--- config.mk ---
export PLATFORM = sky130hd
export DESIGN_NAME = rgb_status_led_animator
export DESIGN_NICKNAME = d
export VERILOG_FILES = /design/src/rtl/rsla_pkg.sv /design/src/rtl/rsla_cfg.sv /design/src/rtl/rsla_engine.sv /design/src/rtl/rsla_out.sv /design/src/rtl/rgb_status_led_animator.sv
export SDC_FILE = /design/constraint.sdc
export NUM_CORES = 1
export LEC_CHECK = 0
export ABC_CLOCK_PERIOD_IN_PS = 7200
export BUFFER_PORTS_ARGS = -buffer_cell sky130_fd_sc_hd__buf_2
export CELL_PAD_IN_SITES_DETAIL_PLACEMENT = 0
export CELL_PAD_IN_SITES_GLOBAL_PLACEMENT = 1
export CORE_MARGIN = 2
export CORE_UTILIZATION = 39
export CTS_CLUSTER_DIAMETER = 80
export DETAILED_ROUTE_END_ITERATION = 16
export PLACE_DENSITY = 0.8
export SETUP_SLACK_MARGIN = 0.5
export SLEW_MARGIN = 0
export SYNTH_ARGS = -nofsm -noshare
export SYNTH_HDL_FRONTEND = slang
export SYNTH_SLANG_ARGS = --single-unit
--- constraint.sdc ---
create_clock -name aclk -period 7.2 [get_ports aclk]
set_clock_uncertainty 0.1 [all_clocks]
set_input_delay 1.8 -clock aclk [delete_from_list [all_inputs] [get_ports aclk]]
set_output_delay 1.8 -clock aclk [all_outputs]
set_load 0.01 [all_outputs]
--- src/rtl/rsla_pkg.sv ---
`timescale 1ns / 1ps
`default_nettype none
// ----------------------------------------------------------------------------
// rsla_pkg
// Shared types and constants for the RGB status LED animator: mode codes,
// configuration register indexes, reset values and the colour record.
// ----------------------------------------------------------------------------
package rsla_pkg;

    // Width of the elapsed-time counter (13..32)
    localparam int TIMER_BITS = 16;
    localparam logic [TIMER_BITS-1:0] ELAPSED_MAX = '1;

    // Mode codes as carried on the input channel
    localparam logic [2:0] MODE_CODE_OFF    = 3'd0;
    localparam logic [2:0] MODE_CODE_SEARCH = 3'd1;
    localparam logic [2:0] MODE_CODE_STROBE = 3'd2;
    localparam logic [2:0] MODE_CODE_STEADY = 3'd3;
    localparam logic [2:0] MODE_CODE_FAIL   = 3'd4;

    // Transaction command codes
    localparam logic CMD_TICK     = 1'b0;
    localparam logic CMD_SET_MODE = 1'b1;

    // Configuration register indexes
    localparam int CFG_IDX_BITS = 3;
    localparam int CFG_DATA_BITS = 12;
    localparam logic [CFG_IDX_BITS-1:0] CFG_IDX_BRIGHTNESS    = 3'd0;
    localparam logic [CFG_IDX_BITS-1:0] CFG_IDX_WHEEL_STEP    = 3'd1;
    localparam logic [CFG_IDX_BITS-1:0] CFG_IDX_STROBE_ON     = 3'd2;
    localparam logic [CFG_IDX_BITS-1:0] CFG_IDX_STROBE_OFF    = 3'd3;
    localparam logic [CFG_IDX_BITS-1:0] CFG_IDX_STROBE_BLINKS = 3'd4;
    localparam logic [CFG_IDX_BITS-1:0] CFG_IDX_FAIL_HALF     = 3'd5;

    // Configuration reset values
    localparam logic [7:0]  RST_BRIGHTNESS    = 8'd255;
    localparam logic [9:0]  RST_WHEEL_STEP    = 10'd15;
    localparam logic [11:0] RST_STROBE_ON     = 12'd150;
    localparam logic [11:0] RST_STROBE_OFF    = 12'd150;
    localparam logic [3:0]  RST_STROBE_BLINKS = 4'd5;
    localparam logic [11:0] RST_FAIL_HALF     = 12'd300;

    // Strobe sub-phases
    localparam logic [7:0] STROBE_PH_START = 8'd0;
    localparam logic [7:0] STROBE_PH_ON    = 8'd1;
    localparam logic [7:0] STROBE_PH_OFF   = 8'd2;

    // Colour wheel segment bounds and full intensity
    localparam logic [7:0] WHEEL_SEG1 = 8'd85;
    localparam logic [7:0] WHEEL_SEG2 = 8'd170;
    localparam logic [7:0] FULL_ON    = 8'd255;

    // Internal display mode, one-hot
    typedef enum logic [4:0] {
        MODE_OFF    = 5'b00001,
        MODE_SEARCH = 5'b00010,
        MODE_STROBE = 5'b00100,
        MODE_STEADY = 5'b01000,
        MODE_FAIL   = 5'b10000
    } mode_t;

    typedef struct packed {
        logic [7:0]  brightness;
        logic [9:0]  wheel_step_ms;
        logic [11:0] strobe_on_ms;
        logic [11:0] strobe_off_ms;
        logic [3:0]  strobe_blinks;
        logic [11:0] fail_half_ms;
    } cfg_t;

    typedef struct packed {
        logic [7:0] red;
        logic [7:0] green;
        logic [7:0] blue;
        logic [7:0] level;
    } colour_t;

endpackage
`default_nettype wire

--- src/rtl/rsla_cfg.sv ---
`timescale 1ns / 1ps
`default_nettype none
// ----------------------------------------------------------------------------
// rsla_cfg
// Configuration register bank: six timing and brightness registers written
// through a plain indexed write port.
// ----------------------------------------------------------------------------
module rsla_cfg (
    input  wire logic                                  aclk,
    input  wire logic                                  aresetn,
    input  wire logic                                  cfg_wr_en,
    input  wire logic [rsla_pkg::CFG_IDX_BITS-1:0]     cfg_index,
    input  wire logic [rsla_pkg::CFG_DATA_BITS-1:0]    cfg_data,
    output rsla_pkg::cfg_t                             cfg
);

    rsla_pkg::cfg_t cfg_reg;
    rsla_pkg::cfg_t cfg_next;

    // Decode the write; indexes beyond the list are dropped
    always_comb begin
        cfg_next = cfg_reg;
        if (cfg_wr_en) begin
            case (cfg_index)
                rsla_pkg::CFG_IDX_BRIGHTNESS:    cfg_next.brightness    = cfg_data[7:0];
                rsla_pkg::CFG_IDX_WHEEL_STEP:    cfg_next.wheel_step_ms = cfg_data[9:0];
                rsla_pkg::CFG_IDX_STROBE_ON:     cfg_next.strobe_on_ms  = cfg_data[11:0];
                rsla_pkg::CFG_IDX_STROBE_OFF:    cfg_next.strobe_off_ms = cfg_data[11:0];
                rsla_pkg::CFG_IDX_STROBE_BLINKS: cfg_next.strobe_blinks = cfg_data[3:0];
                rsla_pkg::CFG_IDX_FAIL_HALF:     cfg_next.fail_half_ms  = cfg_data[11:0];
                default: ;
            endcase
        end
    end

    always_ff @(posedge aclk) begin
        if (!aresetn) begin
            cfg_reg.brightness    <= rsla_pkg::RST_BRIGHTNESS;
            cfg_reg.wheel_step_ms <= rsla_pkg::RST_WHEEL_STEP;
            cfg_reg.strobe_on_ms  <= rsla_pkg::RST_STROBE_ON;
            cfg_reg.strobe_off_ms <= rsla_pkg::RST_STROBE_OFF;
            cfg_reg.strobe_blinks <= rsla_pkg::RST_STROBE_BLINKS;
            cfg_reg.fail_half_ms  <= rsla_pkg::RST_FAIL_HALF;
        end else begin
            cfg_reg <= cfg_next;
        end
    end

    assign cfg = cfg_reg;

endmodule
`default_nettype wire

--- src/rtl/rsla_engine.sv ---
`timescale 1ns / 1ps
`default_nettype none
// ----------------------------------------------------------------------------
// rsla_engine
// Animation state and next-state logic: mode, phase, elapsed timer, blink
// count and red toggle. Produces at most one colour per transaction.
// ----------------------------------------------------------------------------
module rsla_engine (
    input  wire logic            aclk,
    input  wire logic            aresetn,
    input  wire logic            accept,
    input  wire logic            cmd,
    input  wire logic [2:0]      mode,
    input  wire rsla_pkg::cfg_t  cfg,
    output logic                 res_valid,
    output rsla_pkg::colour_t    res
);

    localparam int TB = rsla_pkg::TIMER_BITS;

    rsla_pkg::mode_t  cur_mode_reg, cur_mode_next;
    logic [7:0]       phase_reg, phase_next;
    logic [TB-1:0]    elapsed_reg, elapsed_next;
    logic [3:0]       blink_count_reg, blink_count_next;
    logic             red_on_reg, red_on_next;

    rsla_pkg::mode_t  req_mode;
    logic             req_known;
    logic [TB-1:0]    elapsed_inc;
    logic [7:0]       phase_inc;
    logic [3:0]       blink_inc;
    logic [23:0]      rgb;

    // Colour wheel: three linear segments split at 85 and 170
    function automatic logic [23:0] wheel_rgb(input logic [7:0] pos);
        logic [7:0] p;
        logic [7:0] tri3;
        begin
            if (pos < rsla_pkg::WHEEL_SEG1) begin
                p = pos;
            end else if (pos < rsla_pkg::WHEEL_SEG2) begin
                p = pos - rsla_pkg::WHEEL_SEG1;
            end else begin
                p = pos - rsla_pkg::WHEEL_SEG2;
            end
            tri3 = {p[6:0], 1'b0} + p;
            if (pos < rsla_pkg::WHEEL_SEG1) begin
                wheel_rgb = {tri3, rsla_pkg::FULL_ON - tri3, 8'd0};
            end else if (pos < rsla_pkg::WHEEL_SEG2) begin
                wheel_rgb = {rsla_pkg::FULL_ON - tri3, 8'd0, tri3};
            end else begin
                wheel_rgb = {8'd0, tri3, rsla_pkg::FULL_ON - tri3};
            end
        end
    endfunction

    // Map the requested mode code onto the one-hot mode
    always_comb begin
        req_known = 1'b1;
        case (mode)
            rsla_pkg::MODE_CODE_OFF:    req_mode = rsla_pkg::MODE_OFF;
            rsla_pkg::MODE_CODE_SEARCH: req_mode = rsla_pkg::MODE_SEARCH;
            rsla_pkg::MODE_CODE_STROBE: req_mode = rsla_pkg::MODE_STROBE;
            rsla_pkg::MODE_CODE_STEADY: req_mode = rsla_pkg::MODE_STEADY;
            rsla_pkg::MODE_CODE_FAIL:   req_mode = rsla_pkg::MODE_FAIL;
            default: begin
                req_mode  = rsla_pkg::MODE_OFF;
                req_known = 1'b0;
            end
        endcase
    end

    assign elapsed_inc = (elapsed_reg == rsla_pkg::ELAPSED_MAX) ? elapsed_reg
                                                                : elapsed_reg + 1'b1;
    assign phase_inc   = phase_reg + 8'd1;
    assign blink_inc   = blink_count_reg + 4'd1;

    // Next state and result for one transaction
    always_comb begin
        cur_mode_next    = cur_mode_reg;
        phase_next       = phase_reg;
        elapsed_next     = elapsed_reg;
        blink_count_next = blink_count_reg;
        red_on_next      = red_on_reg;
        res_valid        = 1'b0;
        rgb              = 24'd0;

        if (cmd == rsla_pkg::CMD_SET_MODE) begin
            // Enter a new mode; unknown codes and the current mode are dropped
            if (req_known && (req_mode != cur_mode_reg)) begin
                cur_mode_next    = req_mode;
                phase_next       = 8'd0;
                blink_count_next = 4'd0;
                elapsed_next     = rsla_pkg::ELAPSED_MAX;
                if (req_mode == rsla_pkg::MODE_OFF) begin
                    res_valid = 1'b1;
                end else if (req_mode == rsla_pkg::MODE_STEADY) begin
                    res_valid = 1'b1;
                    rgb       = {8'd0, rsla_pkg::FULL_ON, 8'd0};
                end
            end
        end else begin
            elapsed_next = elapsed_inc;
            case (cur_mode_reg)
                rsla_pkg::MODE_SEARCH: begin
                    if (elapsed_inc >= TB'(cfg.wheel_step_ms)) begin
                        elapsed_next = '0;
                        phase_next   = phase_inc;
                        res_valid    = 1'b1;
                        rgb          = wheel_rgb(phase_inc);
                    end
                end
                rsla_pkg::MODE_STROBE: begin
                    if (phase_reg == rsla_pkg::STROBE_PH_START) begin
                        phase_next   = rsla_pkg::STROBE_PH_ON;
                        elapsed_next = '0;
                        res_valid    = 1'b1;
                        rgb          = {8'd0, rsla_pkg::FULL_ON, 8'd0};
                    end else if (phase_reg == rsla_pkg::STROBE_PH_ON) begin
                        if (elapsed_inc >= TB'(cfg.strobe_on_ms)) begin
                            phase_next   = rsla_pkg::STROBE_PH_OFF;
                            elapsed_next = '0;
                            res_valid    = 1'b1;
                        end
                    end else if (phase_reg == rsla_pkg::STROBE_PH_OFF) begin
                        if (elapsed_inc >= TB'(cfg.strobe_off_ms)) begin
                            if (blink_inc >= cfg.strobe_blinks) begin
                                // Blinks done: settle on steady green
                                cur_mode_next    = rsla_pkg::MODE_STEADY;
                                phase_next       = 8'd0;
                                blink_count_next = 4'd0;
                                elapsed_next     = rsla_pkg::ELAPSED_MAX;
                                res_valid        = 1'b1;
                                rgb              = {8'd0, rsla_pkg::FULL_ON, 8'd0};
                            end else begin
                                blink_count_next = blink_inc;
                                phase_next       = rsla_pkg::STROBE_PH_START;
                            end
                        end
                    end
                end
                rsla_pkg::MODE_FAIL: begin
                    if (elapsed_inc >= TB'(cfg.fail_half_ms)) begin
                        elapsed_next = '0;
                        red_on_next  = !red_on_reg;
                        res_valid    = 1'b1;
                        rgb          = {(red_on_reg ? 8'd0 : rsla_pkg::FULL_ON), 16'd0};
                    end
                end
                default: ;
            endcase
        end
    end

    assign res.red   = rgb[23:16];
    assign res.green = rgb[15:8];
    assign res.blue  = rgb[7:0];
    assign res.level = cfg.brightness;

    // Advance state only on an accepted transaction
    always_ff @(posedge aclk) begin
        if (!aresetn) begin
            cur_mode_reg    <= rsla_pkg::MODE_OFF;
            phase_reg       <= 8'd0;
            elapsed_reg     <= rsla_pkg::ELAPSED_MAX;
            blink_count_reg <= 4'd0;
            red_on_reg      <= 1'b0;
        end else if (accept) begin
            cur_mode_reg    <= cur_mode_next;
            phase_reg       <= phase_next;
            elapsed_reg     <= elapsed_next;
            blink_count_reg <= blink_count_next;
            red_on_reg      <= red_on_next;
        end
    end

    // Unknown mode codes never give a colour
    a_unknown_mode_silent: assert property (@(posedge aclk) disable iff (!aresetn)
        (accept && cmd == rsla_pkg::CMD_SET_MODE && !req_known) |-> !res_valid)
        else $error("colour produced for an unknown mode code");

    // Outside searching the phase stays within the strobe sub-phases
    a_phase_range: assert property (@(posedge aclk) disable iff (!aresetn)
        (cur_mode_reg != rsla_pkg::MODE_SEARCH) |-> (phase_reg <= rsla_pkg::STROBE_PH_OFF))
        else $error("phase out of range outside searching mode");

    // A fail-mode colour always flips the red flag
    a_fail_toggle: assert property (@(posedge aclk) disable iff (!aresetn)
        (accept && cmd == rsla_pkg::CMD_TICK && cur_mode_reg == rsla_pkg::MODE_FAIL
         && res_valid) |=> (red_on_reg != $past(red_on_reg)))
        else $error("fail colour emitted without red toggle");

endmodule
`default_nettype wire

--- src/rtl/rsla_out.sv ---
`timescale 1ns / 1ps
`default_nettype none
// ----------------------------------------------------------------------------
// rsla_out
// Result register: holds one colour until the downstream side takes it and
// frees itself in the same cycle it is drained.
// ----------------------------------------------------------------------------
module rsla_out (
    input  wire logic               aclk,
    input  wire logic               aresetn,
    input  wire logic               load,
    input  wire logic               load_valid,
    input  wire rsla_pkg::colour_t  load_data,
    output logic                    space,
    output logic                    m_valid,
    input  wire logic               m_ready,
    output rsla_pkg::colour_t       m_data
);

    logic              valid_reg, valid_next;
    rsla_pkg::colour_t data_reg, data_next;

    // Room for a new transaction when empty or being drained now
    assign space = !valid_reg || m_ready;

    always_comb begin
        valid_next = valid_reg;
        data_next  = data_reg;
        if (load) begin
            valid_next = load_valid;
            data_next  = load_data;
        end else if (m_ready) begin
            valid_next = 1'b0;
        end
    end

    always_ff @(posedge aclk) begin
        if (!aresetn) begin
            valid_reg <= 1'b0;
        end else begin
            valid_reg <= valid_next;
        end
    end

    // Payload needs no reset
    always_ff @(posedge aclk) begin
        data_reg <= data_next;
    end

    assign m_valid = valid_reg;
    assign m_data  = data_reg;

    // Never overwrite a colour still waiting downstream
    a_no_overwrite: assert property (@(posedge aclk) disable iff (!aresetn)
        load |-> (!valid_reg || m_ready))
        else $error("result register overwritten while held");

endmodule
`default_nettype wire

--- src/rtl/rgb_status_led_animator.sv ---
`timescale 1ns / 1ps
`default_nettype none
// ----------------------------------------------------------------------------
// rgb_status_led_animator
// RGB status LED animator: turns millisecond ticks and set-mode commands
// into colour transactions with the global brightness attached.
//
//   Channel   Direction  Handshake         Payload
//   s_        in         s_valid/s_ready   s_cmd, s_mode
//   m_        out        m_valid/m_ready   m_red, m_green, m_blue, m_level
//   cfg_      in         cfg_wr_en         cfg_index, cfg_data
//
// One transaction per cycle while s_ready is high: next state and colour
// are formed in one pass, and the colour lands in the result register on
// the accepting edge. s_ready is high while the result register is empty
// or being drained. A stalled m_ side holds s_ready low only while a
// colour is waiting. Synchronous active-low reset; no clearing pass.
// ----------------------------------------------------------------------------
module rgb_status_led_animator (
    input  wire logic                                  aclk,
    input  wire logic                                  aresetn,
    input  wire logic                                  s_valid,
    output logic                                       s_ready,
    input  wire logic                                  s_cmd,
    input  wire logic [2:0]                            s_mode,
    output logic                                       m_valid,
    input  wire logic                                  m_ready,
    output logic [7:0]                                 m_red,
    output logic [7:0]                                 m_green,
    output logic [7:0]                                 m_blue,
    output logic [7:0]                                 m_level,
    input  wire logic                                  cfg_wr_en,
    input  wire logic [rsla_pkg::CFG_IDX_BITS-1:0]     cfg_index,
    input  wire logic [rsla_pkg::CFG_DATA_BITS-1:0]    cfg_data
);

    rsla_pkg::cfg_t    cfg;
    rsla_pkg::colour_t res;
    rsla_pkg::colour_t m_data;
    logic              res_valid;
    logic              space;
    logic              accept;

    assign s_ready = space;
    assign accept  = s_valid && space;

    rsla_cfg u_cfg (
        .aclk      (aclk),
        .aresetn   (aresetn),
        .cfg_wr_en (cfg_wr_en),
        .cfg_index (cfg_index),
        .cfg_data  (cfg_data),
        .cfg       (cfg)
    );

    rsla_engine u_engine (
        .aclk      (aclk),
        .aresetn   (aresetn),
        .accept    (accept),
        .cmd       (s_cmd),
        .mode      (s_mode),
        .cfg       (cfg),
        .res_valid (res_valid),
        .res       (res)
    );

    rsla_out u_out (
        .aclk       (aclk),
        .aresetn    (aresetn),
        .load       (accept),
        .load_valid (res_valid),
        .load_data  (res),
        .space      (space),
        .m_valid    (m_valid),
        .m_ready    (m_ready),
        .m_data     (m_data)
    );

    assign m_red   = m_data.red;
    assign m_green = m_data.green;
    assign m_blue  = m_data.blue;
    assign m_level = m_data.level;

endmodule
`default_nettype wire

==> impl_metrics.json, run 1 <==
{
  "reg2reg_slack_ns": 1.31,
  "max_slew_margin_pct": 21.60,
  "tightest_slew_ns": 1.172,
  "clock.fmax_ghz": 0.1697,
  "cts_setup_buffers": 0,
  "ff2ff_path_depth": 23,
  "die_w_um": 146.1,
  "place.gp.congestion": 0.8255,
  "vias": 6533,
  "swShare_pct": 41.47,
  "ios": 58,
  "power_switching_mw": 1.353,
  "critical_path_arrival_ns": 5.95,
  "r2r_end": "u_out.m_data[23]",
  "worst_setup_path_start_kind": "flip-flop",
  "min_to": "u_out.m_data[3]",
  "r2r_start": "u_engine.phase_reg[0]",
  "cp_slowest_stage_delay_ns": 0.65,
  "wl_met2_mm": 8.111,
  "largest_reg_flops": 58,
  "grt_max_degree": 84,
  "core_area_mm2": 0.01965,
  "crit_path_frequent_cell": "o21ai_0",
  "cts_resized": 0,
  "cts_root_buffer": "clkbuf_16",
  "clock_latency_ns": 0.42,
  "drc_errors": 0,
  "ys_types": 75,
  "p_leak_nw": 3.623,
  "yosys.area_share.adder_pct": 11.69,
  "syn_to_final_growth_pct": 13.86,
  "grt_overflow": 0,
  "status": "completed",
  "async_flop_share_pct": 0,
  "setup_viol": 0,
  "core.rowCount": 51,
  "hold_path_class": "flip-flop to flip-flop",
  "first_pass_iters": 5,
  "final_core_util_pct": 45.65,
  "path_buf_inv": 2,
  "cts_tree": "yes",
  "avgSynthCellArea_um2": 8.365,
  "crit_slowest_cell": "dfxtp_1",
  "synth_edf_count": 32,
  "power_frac_seq_pct": 24.5,
  "portBuffers": 57,
  "final_nets": 1079,
  "grt_util_all_layers_pct": 18.66,
  "viasPerCell": 5.185,
  "period_minus_slack_ns": 5.892,
  "cap_violations": 0,
  "path_clk_slew_ns": 0.07,
  "syn_nets": 1039,
  "synth-seq-cells": 125,
  "vdd_ir_drop_max_v": 0.0002053,
  "synth_area_mm2": 0.007880,
  "final_common_cell": "nand2_1",
  "final_cell_mix": "145 x nand2_1, 93 x dfxtp_1, 75 x inv_1",
  "synth_xor_area_share_pct": 3.223,
  "slew_viol_final": 0,
  "placed_cells": 1228,
  "power.density_mw_per_mm2": 363.8,
  "antenna_cells": 0,
  "wl_per_cell_um": 15.25,
  "drtIter0Drc": 348,
  "worstHoldStart": "u_cfg.cfg[53]",
  "dieArea_mm2": 0.02136,
  "finalHoldViolCount": 0,
  "hpwlAfterDp_mm": 13.89,
  "finalSetupTns_ns": 0,
  "criticalPathCategory": "flip-flop to flip-flop",
  "cts_buffers": 17,
  "yosys_warnings": 0,
  "p_comb_share_pct": 49.1,
  "drive_gt1_share_pct": 12.16,
  "cts_buffer_depth": 2,
  "dpl-instance-area_mm2": 0.008373,
  "topRoutingLayerUsed": "met4",
  "antenna_found_initial": 0,
  "cp-end-kind": "flip-flop",
  "synth_compound_area_share_pct": 20.18,
  "grt_setup_unrepaired": "false",
  "worstPathMaxFanout": 18,
  "hold_buffers": 0,
  "synth_mux_area_share_pct": 2.032,
  "crit_required_ns": 7.26,
  "p_clk_share_pct": 26.4,
  "min_period_over_period_pct": 81.84,
  "route.met3.wl_um": 897,
  "worstHoldPathCells": 0,
  "design_area_mm2": 0.008972,
  "wl_mm": 19.21,
  "yosysSeqAreaShare_pct": 35.82,
  "drt-met1-wl_mm": 9.906,
  "grt_pass1_vias": 6224,
  "cpLargestDelayFamily": "simple AND/OR/NAND/NOR gates",
  "clock-sinks": 125,
  "yosys.area_share.simple_pct": 21.20,
  "grt_pass1_wl_mm": 32.38,
  "start_util_pct": 40.09,
  "synth_cells": 942,
  "synth_top_family_by_area": "simple AND/OR/NAND/NOR gates",
  "ant_nets": 0,
  "die_h_um": 146.1,
  "p_int_mw": 1.910,
  "stdcell_count": 1260,
  "crit_chain": "ha_2, nand3_1, nor3_1, xnor2_1, mux2i_1, nand2b_1, nand2_1, o21ai_0, a221oi_1, inv_1, fa_1, inv_1, a21oi_1, o21ai_0, a21o_1, a21o_1, nand3_1, and2_1, ha_1, nor2_1, a31oi_1, a21oi_1, o21ai_0",
  "htreeDepth": 4,
  "synth_flop_cell": "dfxtp_1"
}
-- synth_stat cells, types with 3 or more instances --
master,count,area (um^2)
xnor2_1,18,157.7
buf_2,6,30.03
and3_1,7,43.79
and4_1,3,26.28
nand2b_1,20,125.1
nor4_1,5,31.28
o211ai_1,22,165.2
edfxtp_1,32,960.9
o22ai_1,14,87.58
o2111ai_1,3,26.28
o21ai_0,46,230.2
a21o_1,16,120.1
a31oi_1,9,56.30
nor2b_1,14,87.58
o21ai_1,3,15.01
xor2_1,11,96.34
or2_2,5,31.28
a21boi_0,30,225.2
nor3_1,15,75.07
nand2_1,145,544.3
ha_1,72,900.9
and2_1,13,81.33
nand3_1,24,120.1
clkbuf_1,35,131.4
nand3b_1,3,22.52
nand4_1,7,43.79
or3_1,6,37.54
mux2i_1,16,160.2
a211oi_1,10,75.07
nor2_1,55,206.5
a21oi_1,50,250.2
a211o_1,3,26.28
dfxtp_1,93,1862
or4_1,3,22.52
inv_1,75,281.5
-- per-layer routing --
layer	vias up	global-route usage (%)
li1	3412	-
met1	2958	27.47
met3	22	3.469
met4	0	5.631
met5	-	0
met2	141	27.69
-- cell type report --
class                   count  area [um^2]
well taps                 265        331.6
fillers                  1982        10680
inverters                  76        285.3
repair buffers             64        337.8
multi-input cells         698         4598
clock inverters            15        171.4
flip-flops and latches    125         2823
clock buffers              17        425.4
-- logic make-up (layout without fill, tap and decap cells) --
logic type	after synthesis	count (layout)
simple gates	342	342
compound gates	238	238
flops	125	125
buf+inv	119	172
fa+ha+maj	73	73
xor+xnor	29	29
mux	16	16
-- per-stage QoR --
step | hold slack [ns] | worst slack, ns | total power [mW]
floorplan | 0.3081 | 1.896 | 2.000
global placement | 0.3099 | 1.347 | 2.398
detailed placement | 0.3146 | 1.216 | 2.421
CTS | 0.3312 | 1.187 | 3.301
global route | 0.3466 | 0.5512 | 3.589
finish | 0.3293 | 1.308 | 3.264
-- power groups by stage --
stage                     clock network [mW]  logic (mW)  registers (mW)
final                                  0.861        1.60           0.799
after global routing                   0.911        1.87           0.807
after CTS                              0.882        1.62           0.800
after detailed placement                   0        1.61           0.815
after global placement                     0        1.58           0.814
after floorplan                            0        1.19           0.808
-- worst reg2reg max path, stage by stage, from the launching register on --
cell and delay [ns]:
dfxtp_1 0.65, ha_2 0.43, nand3_1 0.17, nor3_1 0.34, xnor2_1 0.27, mux2i_1 0.15, nand2b_1 0.43, nand2_1 0.34
o21ai_0 0.13, a221oi_1 0.45, inv_1 0.12, fa_1 0.48, inv_1 0.07, a21oi_1 0.06, o21ai_0 0.26, a21o_1 0.16
a21o_1 0.13, nand3_1 0.10, and2_1 0.22, ha_1 0.19, nor2_1 0.10, a31oi_1 0.05, a21oi_1 0.17, o21ai_0 0.08
-- worst max-delay path by stage --
stage | to | startpoint | slack, ns | cells past startpoint
6_report | u_out.m_data[23] | u_engine.phase_reg[0] | 1.31 | 23
3_3_place_gp | u_out.m_data[23] | u_engine.phase_reg[0] | 1.35 | 23
4_1_cts | u_out.m_data[23] | u_engine.phase_reg[0] | 1.19 | 23
3_5_place_dp | u_out.m_data[23] | u_engine.phase_reg[0] | 1.22 | 23
5_1_grt | u_out.m_data[23] | u_engine.phase_reg[0] | 0.55 | 23
2_1_floorplan | u_out.m_data[23] | u_engine.phase_reg[0] | 1.90 | 27
Note: power is estimated with default switching activity, not from simulation.
==> run 2: changes to the inputs <==
ABC_CLOCK_PERIOD_IN_PS = 5700   (was 7200)
clock period = 5.7 ns   (was 7.2 ns; I/O delays follow)
==> run 2 against run 1 <==
Net effect:
- sequential share of layout area shrank 0.63 points
- global-route usage up 0.41 points
- wire length increased by 3.4%
- highest routed layer unchanged
- setup slack lost 0.47 ns
- sequential cell count unchanged
- largest cell class unchanged
- critical path type unchanged
- clock power increased by 25%
- first-iteration DRC count rose by 19%
==> impl_metrics.json, run 2 (synthesized netlist as in run 1, its figures left out) <==
{
  "status": "completed",
  "worst_slack_ns": 0.8369,
  "clock.fmax_ghz": 0.2056,
  "finalHoldViolCount": 0,
  "ios": 58,
  "portBuffers": 57,
  "worstHoldStart": "u_cfg.cfg[57]",
  "cap_violations": 0,
  "worst_setup_path_start_kind": "flip-flop",
  "ff_latch_area_mm2": 0.002824,
  "grt_overflow": 0,
  "core.rowCount": 51,
  "final_cell_mix": "144 x nand2_1, 92 x dfxtp_1, 75 x inv_1",
  "use_met3_pct": 3.562,
  "path_clk_slew_ns": 0.07,
  "met1_usage_pct": 28.14,
  "drc_errors": 0,
  "htreeDepth": 4,
  "cts_buffers": 17,
  "grt_pass1_vias": 6231,
  "first_pass_iters": 5,
  "die_h_um": 146.1,
  "critical_path_arrival_ns": 4.92,
  "dpl-instance-area_mm2": 0.008456,
  "syn_to_final_growth_pct": 16.23,
  "grt_max_degree": 83,
  "fillCellCount": 1967,
  "die_w_um": 146.1,
  "cp-end-kind": "flip-flop",
  "hold_path_class": "flip-flop to flip-flop",
  "vdd_ir_drop_max_v": 0.0003139,
  "setup_viol": 0,
  "criticalPathCategory": "flip-flop to flip-flop",
  "p_leak_nw": 3.739,
  "dp_slack_ns": 0.4003,
  "cts_buffer_depth": 2,
  "place.gp.congestion": 0.8340,
  "design_area_mm2": 0.009159,
  "grt_pass1_wl_mm": 32.77,
  "antenna_cells": 0,
  "stdcell_count": 1276,
  "placed_cells": 1239,
  "wl_per_cell_um": 15.57,
  "viasPerCell": 5.267,
  "period_minus_slack_ns": 4.863,
  "tightest_slew_ns": 1.169,
  "final_common_cell": "nand2_1",
  "hold_buffers": 0,
  "ant_nets": 0,
  "dieArea_mm2": 0.02136,
  "drtIter0Drc": 414,
  "top_usage_layer": "met1",
  "cts_root_buffer": "clkbuf_16",
  "use_met2_pct": 28.11,
  "hpwlAfterDp_mm": 14.33,
  "cts_tree": "yes",
  "start_util_pct": 40.09,
  "min_period_over_period_pct": 85.32,
  "grt_setup_unrepaired": "false",
  "max_slew_margin_pct": 21.77,
  "grt_util_all_layers_pct": 19.07,
  "finalSetupTns_ns": 0,
  "r2r_start": "u_engine.phase_reg[0]",
  "worstPathMaxFanout": 16,
  "multiInputGateArea_mm2": 0.004659,
  "antenna_found_initial": 0,
  "clock_latency_ns": 0.43,
  "core_area_mm2": 0.01965,
  "vias": 6721,
  "crit_required_ns": 5.76,
  "power.density_mw_per_mm2": 461.9,
  "clock-sinks": 125,
  "slew_viol_final": 0,
  "startpoint": "u_engine.phase_reg[0]",
  "largest_reg_flops": 58,
  "final_nets": 1095,
  "wl_mm": 19.87,
  "drive_gt1_share_pct": 14.64
}
-- run 2: per-stage QoR --
step | power (mW) | hold slack, ns | utilization [%]
floorplan | 2.527 | 0.3081 | -
global placement | 3.131 | 0.3111 | 43.02
detailed placement | 3.156 | 0.3201 | 43.02
CTS | 4.259 | 0.3315 | 46.12
global route | 4.631 | 0.3403 | 46.60
finish | 4.230 | 0.3330 | 46.60
-- run 2: area by class of cell --
type | count | share of cell area (%)
Clock buffer | 17 | 4.645
Timing Repair Buffer | 80 | 5.000
Tap cell | 265 | 3.620
Inverter | 76 | 3.156
Clock inverter | 15 | 1.872
Multi-Input combinational cell | 698 | 50.87
Sequential cell | 125 | 30.83
-- run 2: layer usage --
metal	wire length (um)	part of all wire [%]
met1	10170	51
met2	8467	43
met3	969	4.9
met4	263	1.3
met5	0	0
-- run 2: final timing paths --
kind	to	cells after the start	slack, ns
max	u_out.m_data[23]	25	0.84
min	u_out.m_data[7]	0	0.33
max reg2reg	u_out.m_data[23]	25	0.84
min reg2reg	u_out.m_data[7]	0	0.33
-- run 2: repair_timing --
action / in CTS / in global routing
pin swaps: 0 / 3
endpoints found under the setup margin: 1 / 14
gates resized for setup: 2 / 13
setup buffers: 0 / 5
-- run 2: report_power, final --
part | total, mW | internal [mW] | switching (mW)
Combinational | 2.14 | 0.903 | 1.24
Clock | 1.08 | 0.590 | 0.493
Sequential | 1.01 | 0.960 | 0.0487
Total | 4.23 | 2.45 | 1.78
-- run 2: critical path, stage by stage (launching register included) --
cell,delay (ns)
dfxtp_1,0.31
buf_4,0.19
ha_1,0.23
buf_4,0.18
a21bo_2,0.22
o21ai_0,0.10
a41oi_2,0.22
mux2i_1,0.13
nand2b_1,0.26
nand2_2,0.18
o21ai_0,0.13
a221oi_2,0.29
inv_1,0.10
fa_1,0.46
inv_1,0.08
a21oi_1,0.06
o21ai_1,0.19
a21o_1,0.15
a21o_1,0.12
nand3_1,0.10
and2_1,0.23
ha_1,0.18
nor2_1,0.10
a31oi_1,0.05
a21oi_1,0.18
o21ai_0,0.08
